### src/rtl/core/dpca_pkg.sv
`timescale 1ns / 1ps
`default_nettype none
// ----------------------------------------------------------------------------
// dpca_pkg: shared types and codes for the dual port console arbiter
// Holds function codes, channel and mode codes and the arbiter state record.
// ----------------------------------------------------------------------------
package dpca_pkg;

    localparam int TimeW = 32;

    // Function codes of an input item
    localparam logic [2:0] FUNC_PROCESS = 3'd0;
    localparam logic [2:0] FUNC_LOCK    = 3'd1;
    localparam logic [2:0] FUNC_UNLOCK  = 3'd2;
    localparam logic [2:0] FUNC_SWITCH  = 3'd3;
    localparam logic [2:0] FUNC_TOUCH   = 3'd4;

    // Channel codes
    localparam logic [1:0] CH_NONE = 2'd0;
    localparam logic [1:0] CH_A    = 2'd1;
    localparam logic [1:0] CH_B    = 2'd2;
    localparam logic [1:0] CH_BAD  = 2'd3;

    // Mode codes as reported on the result channel
    localparam logic [1:0] MODE_CODE_IDLE   = 2'd0;
    localparam logic [1:0] MODE_CODE_ACTIVE = 2'd1;
    localparam logic [1:0] MODE_CODE_LOCKED = 2'd2;

    // Register reset values
    localparam logic [TimeW-1:0] IDLE_TIMEOUT_RST = 32'd1000;
    localparam logic [TimeW-1:0] LOCK_TIMEOUT_RST = 32'd5000;

    // Arbiter mode, one-hot
    typedef enum logic [2:0] {
        MODE_IDLE   = 3'b001,
        MODE_ACTIVE = 3'b010,
        MODE_LOCKED = 3'b100
    } mode_t;

    // Arbiter state record
    typedef struct packed {
        mode_t            mode;
        logic [1:0]       channel;
        logic [TimeW-1:0] activity_time;
        logic [TimeW-1:0] lock_time;
    } arb_state_t;

    // Timeout settings passed from the register file
    typedef struct packed {
        logic [TimeW-1:0] idle_timeout;
        logic [TimeW-1:0] lock_timeout;
    } arb_cfg_t;

endpackage
`default_nettype wire

### src/rtl/core/dpca_regs.sv
`timescale 1ns / 1ps
`default_nettype none
// ----------------------------------------------------------------------------
// dpca_regs: configuration register file
// APB-style write and read of the idle and lock timeout registers.
// ----------------------------------------------------------------------------
module dpca_regs (
    input  wire logic             aclk,
    input  wire logic             aresetn,
    input  wire logic             psel,
    input  wire logic             penable,
    input  wire logic             pwrite,
    input  wire logic [2:0]       paddr,
    input  wire logic [31:0]      pwdata,
    output logic      [31:0]      prdata,
    output logic                  pready,
    output dpca_pkg::arb_cfg_t    cfg
);

    logic [31:0] idle_timeout_reg;
    logic [31:0] lock_timeout_reg;
    logic        wr_en;

    assign pready = 1'b1;
    assign wr_en  = psel & penable & pwrite;

    // Write the selected timeout register
    always_ff @(posedge aclk) begin
        if (!aresetn) begin
            idle_timeout_reg <= dpca_pkg::IDLE_TIMEOUT_RST;
            lock_timeout_reg <= dpca_pkg::LOCK_TIMEOUT_RST;
        end else if (wr_en) begin
            if (paddr[2]) begin
                lock_timeout_reg <= pwdata;
            end else begin
                idle_timeout_reg <= pwdata;
            end
        end
    end

    // Return the selected register
    assign prdata = paddr[2] ? lock_timeout_reg : idle_timeout_reg;

    assign cfg.idle_timeout = idle_timeout_reg;
    assign cfg.lock_timeout = lock_timeout_reg;

endmodule
`default_nettype wire

### src/rtl/core/dpca_step.sv
`timescale 1ns / 1ps
`default_nettype none
// ----------------------------------------------------------------------------
// dpca_step: arbiter next-state logic
// Computes the next arbiter state and the accept flag for one item.
// ----------------------------------------------------------------------------
module dpca_step (
    input  wire dpca_pkg::arb_state_t cur,
    input  wire dpca_pkg::arb_cfg_t   cfg,
    input  wire logic [2:0]        func,
    input  wire logic [1:0]        channel,
    input  wire logic              a_has_data,
    input  wire logic              b_has_data,
    input  wire logic [31:0]       now_ms,
    output dpca_pkg::arb_state_t   nxt,
    output logic                   accepted
);

    logic [31:0]      lock_elapsed;
    logic [31:0]      act_elapsed;
    logic             lock_late;
    logic             idle_late;
    logic [1:0]       ch;
    dpca_pkg::mode_t  mode_p;
    logic             own;
    logic             other;

    // Wrap-safe elapsed times
    assign lock_elapsed = now_ms - cur.lock_time;
    assign act_elapsed  = now_ms - cur.activity_time;
    assign lock_late    = lock_elapsed >= cfg.lock_timeout;
    assign idle_late    = act_elapsed >= cfg.idle_timeout;

    // Treat the unused channel code as none
    assign ch = (channel == dpca_pkg::CH_BAD) ? dpca_pkg::CH_NONE : channel;

    assign own   = (cur.channel == dpca_pkg::CH_A) ? a_has_data : b_has_data;
    assign other = (cur.channel == dpca_pkg::CH_A) ? b_has_data : a_has_data;

    // Decode the operation
    always_comb begin
        nxt      = cur;
        accepted = 1'b1;
        mode_p   = cur.mode;
        unique case (func)
            dpca_pkg::FUNC_PROCESS: begin
                // Release an expired lock first
                if (cur.mode == dpca_pkg::MODE_LOCKED && lock_late) begin
                    mode_p = dpca_pkg::MODE_ACTIVE;
                end
                nxt.mode = mode_p;
                unique case (mode_p)
                    dpca_pkg::MODE_IDLE: begin
                        if (a_has_data || b_has_data) begin
                            nxt.channel       = a_has_data ? dpca_pkg::CH_A : dpca_pkg::CH_B;
                            nxt.mode          = dpca_pkg::MODE_ACTIVE;
                            nxt.activity_time = now_ms;
                        end
                    end
                    dpca_pkg::MODE_ACTIVE: begin
                        if (cur.channel == dpca_pkg::CH_A || cur.channel == dpca_pkg::CH_B) begin
                            priority if (own) begin
                                nxt.activity_time = now_ms;
                            end else if (other && idle_late) begin
                                nxt.channel = (cur.channel == dpca_pkg::CH_A) ?
                                              dpca_pkg::CH_B : dpca_pkg::CH_A;
                                nxt.activity_time = now_ms;
                            end else if (idle_late) begin
                                nxt.mode = dpca_pkg::MODE_IDLE;
                            end
                        end
                    end
                    default: begin
                        // Locked: owner data refreshes the lock stamp
                        if ((cur.channel == dpca_pkg::CH_A && a_has_data) ||
                            (cur.channel == dpca_pkg::CH_B && b_has_data)) begin
                            nxt.lock_time = now_ms;
                        end
                    end
                endcase
            end
            dpca_pkg::FUNC_LOCK: begin
                if (cur.mode == dpca_pkg::MODE_LOCKED && cur.channel != ch) begin
                    accepted = 1'b0;
                end else begin
                    nxt.mode      = dpca_pkg::MODE_LOCKED;
                    nxt.channel   = ch;
                    nxt.lock_time = now_ms;
                end
            end
            dpca_pkg::FUNC_UNLOCK: begin
                if (cur.mode == dpca_pkg::MODE_LOCKED) begin
                    nxt.mode          = dpca_pkg::MODE_ACTIVE;
                    nxt.activity_time = now_ms;
                end
            end
            dpca_pkg::FUNC_SWITCH: begin
                if (cur.mode == dpca_pkg::MODE_LOCKED) begin
                    accepted = 1'b0;
                end else begin
                    if (ch != dpca_pkg::CH_NONE) begin
                        nxt.channel = ch;
                    end
                    nxt.mode          = dpca_pkg::MODE_ACTIVE;
                    nxt.activity_time = now_ms;
                end
            end
            dpca_pkg::FUNC_TOUCH: begin
                if (cur.channel == ch) begin
                    nxt.activity_time = now_ms;
                    if (cur.mode == dpca_pkg::MODE_LOCKED) begin
                        nxt.lock_time = now_ms;
                    end
                end
            end
            default: begin
                // Unused function codes leave the state alone
            end
        endcase
    end

endmodule
`default_nettype wire

### src/rtl/core/dual_port_console_arbiter.sv
`timescale 1ns / 1ps
`default_nettype none
// ----------------------------------------------------------------------------
// dual_port_console_arbiter: console ownership arbiter for two channels
// Decides which of channels A and B owns the console, with idle, active and
// locked modes and millisecond timeouts.
//
// Usage:
//   Input items (operation, channel, data flags, time) arrive on the s_
//   valid/ready channel; one result (owner, mode, accept flag, any data)
//   leaves on the m_ valid/ready channel for every accepted item.
//   An accepted item waits in the input register and moves into the result
//   register when the result slot is free or its result is being taken.
//   Throughput: one item per cycle while m_ready is high; the arbiter state
//   updates as an item moves from the input register into the result register.
//   Stall: when m_ready is low the result is held; the input register still
//   takes one more item, then s_ready drops until the result is taken.
//   Reset (aresetn low, synchronous): both registers empty, mode idle, owner
//   channel A, time stamps zero, timeouts 1000 and 5000 ms.
//   Timeouts are written through the APB port at addresses 0 and 4. The user
//   must do so only while no item is in flight; the block does not enforce it.
// ----------------------------------------------------------------------------
module dual_port_console_arbiter (
    input  wire logic        aclk,
    input  wire logic        aresetn,
    // configuration port
    input  wire logic        psel,
    input  wire logic        penable,
    input  wire logic        pwrite,
    input  wire logic [2:0]  paddr,
    input  wire logic [31:0] pwdata,
    output logic      [31:0] prdata,
    output logic             pready,
    // input channel
    input  wire logic        s_valid,
    output logic             s_ready,
    input  wire logic [2:0]  s_func,
    input  wire logic [1:0]  s_channel,
    input  wire logic        s_a_has_data,
    input  wire logic        s_b_has_data,
    input  wire logic [31:0] s_now_ms,
    // result channel
    output logic             m_valid,
    input  wire logic        m_ready,
    output logic      [1:0]  m_active_channel,
    output logic      [1:0]  m_mode_now,
    output logic             m_accepted,
    output logic             m_any_data
);

    dpca_pkg::arb_cfg_t   cfg;
    dpca_pkg::arb_state_t state_reg;
    dpca_pkg::arb_state_t state_next;
    logic                 step_acc;

    logic        in_valid_reg;
    logic [2:0]  in_func_reg;
    logic [1:0]  in_channel_reg;
    logic        in_a_reg;
    logic        in_b_reg;
    logic [31:0] in_now_reg;

    logic        out_valid_reg;
    logic [1:0]  out_channel_reg;
    logic [1:0]  out_mode_reg;
    logic        out_acc_reg;
    logic        out_any_reg;
    logic [1:0]  mode_code;
    logic        adv;

    dpca_regs u_regs (
        .aclk    (aclk),
        .aresetn (aresetn),
        .psel    (psel),
        .penable (penable),
        .pwrite  (pwrite),
        .paddr   (paddr),
        .pwdata  (pwdata),
        .prdata  (prdata),
        .pready  (pready),
        .cfg     (cfg)
    );

    dpca_step u_step (
        .cur        (state_reg),
        .cfg        (cfg),
        .func       (in_func_reg),
        .channel    (in_channel_reg),
        .a_has_data (in_a_reg),
        .b_has_data (in_b_reg),
        .now_ms     (in_now_reg),
        .nxt        (state_next),
        .accepted   (step_acc)
    );

    // Advance when the input register holds an item and the result slot frees
    assign adv     = in_valid_reg & (~out_valid_reg | m_ready);
    assign s_ready = ~in_valid_reg | adv;

    // Input register
    always_ff @(posedge aclk) begin
        if (!aresetn) begin
            in_valid_reg <= 1'b0;
        end else if (s_ready) begin
            in_valid_reg <= s_valid;
        end
    end

    always_ff @(posedge aclk) begin
        if (s_valid && s_ready) begin
            in_func_reg    <= s_func;
            in_channel_reg <= s_channel;
            in_a_reg       <= s_a_has_data;
            in_b_reg       <= s_b_has_data;
            in_now_reg     <= s_now_ms;
        end
    end

    // Arbiter state advances with each transfer into the result register
    always_ff @(posedge aclk) begin
        if (!aresetn) begin
            state_reg.mode          <= dpca_pkg::MODE_IDLE;
            state_reg.channel       <= dpca_pkg::CH_A;
            state_reg.activity_time <= '0;
            state_reg.lock_time     <= '0;
        end else if (adv) begin
            state_reg <= state_next;
        end
    end

    // Map the one-hot mode to its reported code
    always_comb begin
        unique case (state_next.mode)
            dpca_pkg::MODE_IDLE:   mode_code = dpca_pkg::MODE_CODE_IDLE;
            dpca_pkg::MODE_ACTIVE: mode_code = dpca_pkg::MODE_CODE_ACTIVE;
            dpca_pkg::MODE_LOCKED: mode_code = dpca_pkg::MODE_CODE_LOCKED;
            default:               mode_code = dpca_pkg::MODE_CODE_IDLE;
        endcase
    end

    // Result register
    always_ff @(posedge aclk) begin
        if (!aresetn) begin
            out_valid_reg <= 1'b0;
        end else if (adv) begin
            out_valid_reg <= 1'b1;
        end else if (m_ready) begin
            out_valid_reg <= 1'b0;
        end
    end

    always_ff @(posedge aclk) begin
        if (adv) begin
            out_channel_reg <= state_next.channel;
            out_mode_reg    <= mode_code;
            out_acc_reg     <= step_acc;
            out_any_reg     <= in_a_reg | in_b_reg;
        end
    end

    assign m_valid          = out_valid_reg;
    assign m_active_channel = out_channel_reg;
    assign m_mode_now       = out_mode_reg;
    assign m_accepted       = out_acc_reg;
    assign m_any_data       = out_any_reg;

`ifndef SYNTHESIS
    // A refused lock or switch leaves the arbiter state untouched
    assert property (@(posedge aclk) disable iff (!aresetn)
        (adv && !step_acc) |=> $stable(state_reg))
        else $error("refused request changed arbiter state");

    // The any-data flag follows the item that produced the result
    assert property (@(posedge aclk) disable iff (!aresetn)
        adv |=> (m_any_data == ($past(in_a_reg) | $past(in_b_reg))))
        else $error("any_data does not match its item");

    // State only moves together with a transfer into the result register
    assert property (@(posedge aclk) disable iff (!aresetn)
        !adv |=> $stable(state_reg))
        else $error("arbiter state changed without a transfer");

    // An empty input register always takes a new item
    assert property (@(posedge aclk) disable iff (!aresetn)
        !in_valid_reg |-> s_ready)
        else $error("input stalled while empty");
`endif

endmodule
`default_nettype wire
### config.mk
export PLATFORM = sky130hd
export DESIGN_NAME = dual_port_console_arbiter
export DESIGN_NICKNAME = d
export VERILOG_FILES = /design/src/rtl/core/dpca_pkg.sv /design/src/rtl/core/dpca_regs.sv /design/src/rtl/core/dpca_step.sv /design/src/rtl/core/dual_port_console_arbiter.sv
export SDC_FILE = /design/constraint.sdc
export NUM_CORES = 1
export LEC_CHECK = 0
export ABC_AREA = 0
export BUFFER_PORTS_ARGS = -buffer_cell sky130_fd_sc_hd__buf_2
export CORE_MARGIN = 1.5
export CORE_UTILIZATION = 60
export DETAILED_ROUTE_END_ITERATION = 16
export PLACE_DENSITY_LB_ADDON = 0.12
export SLEW_MARGIN = 20
export SYNTH_ARGS = -nofsm -noshare
export SYNTH_HDL_FRONTEND = slang
export SYNTH_SLANG_ARGS = --single-unit
export TNS_END_PERCENT = 1
### constraint.sdc
create_clock -name aclk -period 6.5 [get_ports aclk]
set_clock_uncertainty 0.05 [all_clocks]
set_input_delay 0 -clock aclk [delete_from_list [all_inputs] [get_ports aclk]]
set_output_delay 0 -clock aclk [all_outputs]
set_load 0.01 [all_outputs]
==> metrics <==
first-pass GRT wire length 50100 um; fin nets 1859; # fillers 1587; setup_tns 0 ns; P per Cell Area 208 nW/um^2; sequential area share after synthesis 33.3%; critical path depth 21; core box area 19700 sq um; Main synth FF type dfxtp_1; clk_lat worst skew 0.45 ns; CTS max path bufs 2; top cells by area, synth dfxtp_1 22%, ha_1 13%, edfxtp_1 11%, nand2_1 8.9%, a21oi_1 5.9%; Worst Path Required 6.81 ns; CP top delay family compound AO/OA/AOI/OAI gates; CP Buf/Inv Count 1; max-slew violation count 0; Mean Syn Cell Area 8.22 sq um; gpl congestion 0.910; Yosys top cell area share 22.2%; highest clock rate 167 MHz; DIE AREA 21100 sq um; Die W 145 um; most common cell in the netlist nand2_1; P_leak 0.00582 uW; largest area contributor in the netlist dfxtp_1; HP Class input port to register; internal power 2050 uW; largest net degree at the start of global routing 72; outcome completed; crit-path max cell delay 0.46 ns; CTS Hold Bufs 75; peak supply drop 0.000189 V; startpoint types register; crit path max-delay cell type nor3_2; Yosys cell types 77; Final Power 2970 uW; Synth Area in Adders 13.7%; crit share post-route 92.3%; crit-path most repeated cell a21oi_1; relative slew slack 32.9%; Starting Density 61.9%; EDFF count, synth 45; critical path class register to register; Residual DRC 0; hold depth 5; setup repair bufs after CTS 0; crit-path max FO 32; Comb power frac 21.9%; number of global-route vias before repair 10200; RSZ-0062 raised after global routing no; synthesis-to-finish area growth 17.3%; fraction of layout cells with a size suffix above 1 11.0%; CTS root buffer clkbuf_16; max reg flops 69; top cells by count, synth 290 x nand2_1, 155 x inv_1, 143 x a21oi_1; multiplexer area fraction after synthesis 5.77%; DIE HEIGHT 145 um; clk sink count 180; syn nets 1693; via density per instance 5.57; H-tree Lvls 4; main combinational cell family by area after synthesis compound AO/OA/AOI/OAI gates; slew of the pin with the lowest slew margin 1.01 ns; area post-placement 12900 sq um; Tmin final 6.00 ns; clock buffer count from CTS 17; FP Rows 51; WL final 30500 um; Routed WL per cell 15.8 um; Post-DP HPWL 21900 um; initial antenna violation count 0; Final Hold Vio Count 0; setup violators final 0; WHS 0.108 ns; diode count 0; post-synthesis compound-gate area fraction 18.4%; asr flop ratio synth 0%; final instance area 14300 sq um; TritonCTS clock tree done; maxcap violations 0; DR pass1 iterations 4; Clk pwr share 36.9%; Port Buffer Count 118; post-synthesis simple-gate area fraction 17.4%; CP cell instances ha_1, a21o_1, a21o_1, a221o_1, or3_1, o2111ai_1, nand3_1, a31o_1, a21oi_1, xnor2_1, ha_1, a21oi_1, o21ai_0, a22oi_2, o211ai_2, nor3_2, a21oi_1, a311o_1, a2111oi_4, buf_12, mux2i_1; grt ovf 0; Synthesis Warnings 0; Resized cells post-CTS 0; Psw 918 uW; All-Layer GR Usage 29.2%; Arr. time, crit path 6.31 ns; I/O pins 122; Mapped Area 12200 sq um; post-route ant nets 0; XOR/XNOR Fraction of Synth Area 4.10%; worst reg2reg path depth 21; Reg power frac 41.1%; Post-Syn Instances 1480; initial drt markers 626; Seq cells post-synth 180; register clock-pin slew on the reported worst setup and hold paths 0.08 ns; crit path capture type register; Sw Ratio 30.9%; via count 10700
cell type report:
cell class                      count  area (sq um)  area share (%)
Inverter                          155           582            4.08
Clock buffer                       18           450            3.16
Timing Repair Buffer              202          1440            10.1
Clock inverter                     14           183            1.28
Tap cell                          265           332            2.32
Sequential cell                   180          4050            28.4
Multi-Input combinational cell   1090          7230            50.7
power groups by stage:
stage          Clock [uW]  Combinational (uW)  Sequential [uW]
4_1_cts              1110                 644             1220
3_3_place_gp            0                 583             1240
6_report             1100                 651             1220
3_5_place_dp            0                 600             1250
5_1_grt              1150                 730             1220
2_1_floorplan           0                 455             1230
metrics by stage:
step           std cells  setup WS (ns)  utilization, %
2_1_floorplan       1480           1.23               -
3_3_place_gp        1817          0.706            65.5
3_5_place_dp        1817          0.594            65.5
4_1_cts             1924          0.540            72.6
5_1_grt             1924          0.162            72.6
6_report            1924          0.501            72.6
worst paths after layout:
| kind | slack (ns) | startpoint | endpoint |
|---|---|---|---|
| worst max-delay path | 0.50 | in_now_reg[12]$_DFFE_PP_ | state_reg[12]$_SDFFE_PN0P_ |
| worst min-delay path | 0.11 | penable | u_regs.lock_timeout_reg[5]$_SDFFE_PN0P_ |
| worst max register to register | 0.50 | in_now_reg[12]$_DFFE_PP_ | state_reg[12]$_SDFFE_PN0P_ |
| worst min register to register | 0.41 | u_regs.idle_timeout_reg[21]$_SDFFE_PN0P_ | u_regs.idle_timeout_reg[21]$_SDFFE_PN0P_ |
layer usage:
layer | global-route usage, % | routed length (um)
met3 | 3.76 | 1610
met2 | 44.2 | 13000
met4 | 8.42 | 529
met5 | 0 | 0
met1 | 43.5 | 15400
worst register-to-register path, stage by stage, from the launching register on:
cell and delay, ns:
edfxtp_1 0.44, ha_1 0.38, a21o_1 0.18, a21o_1 0.18, a221o_1 0.39, or3_1 0.39
o2111ai_1 0.31, nand3_1 0.15, a31o_1 0.23, a21oi_1 0.16, xnor2_1 0.18, ha_1 0.30
a21oi_1 0.17, o21ai_0 0.13, a22oi_2 0.22, o211ai_2 0.20, nor3_2 0.47, a21oi_1 0.13
a311o_1 0.36, a2111oi_4 0.35, buf_12 0.29, mux2i_1 0.27
kinds of logic (layout without fill, tap and decap cells):
family	count (synthesis)	count (layout)
buffers and inverters	210	389
DFF	180	180
muxes	70	70
AOI/OAI and AO/OA	356	356
and+or+nand+nor	474	474
adders and majority gates	132	132
other	1	1
xor gates and xnor gates	57	57
layout by cell type, fill, tap and decap left out, types with 18 or more instances in the layout:
cell and count:
a21oi_1 143, nand2b_1 19, nand2_1 290, dfxtp_1 135, xnor2_1 47, mux2i_1 69
ha_1 130, inv_1 154, dlygate4sd3_1 75, buf_2 117, o21ai_0 71, nor2_1 60
clkbuf_16 18, a21o_1 29, edfxtp_1 45, nand3_1 22
(Power assumes the default switching activity.)
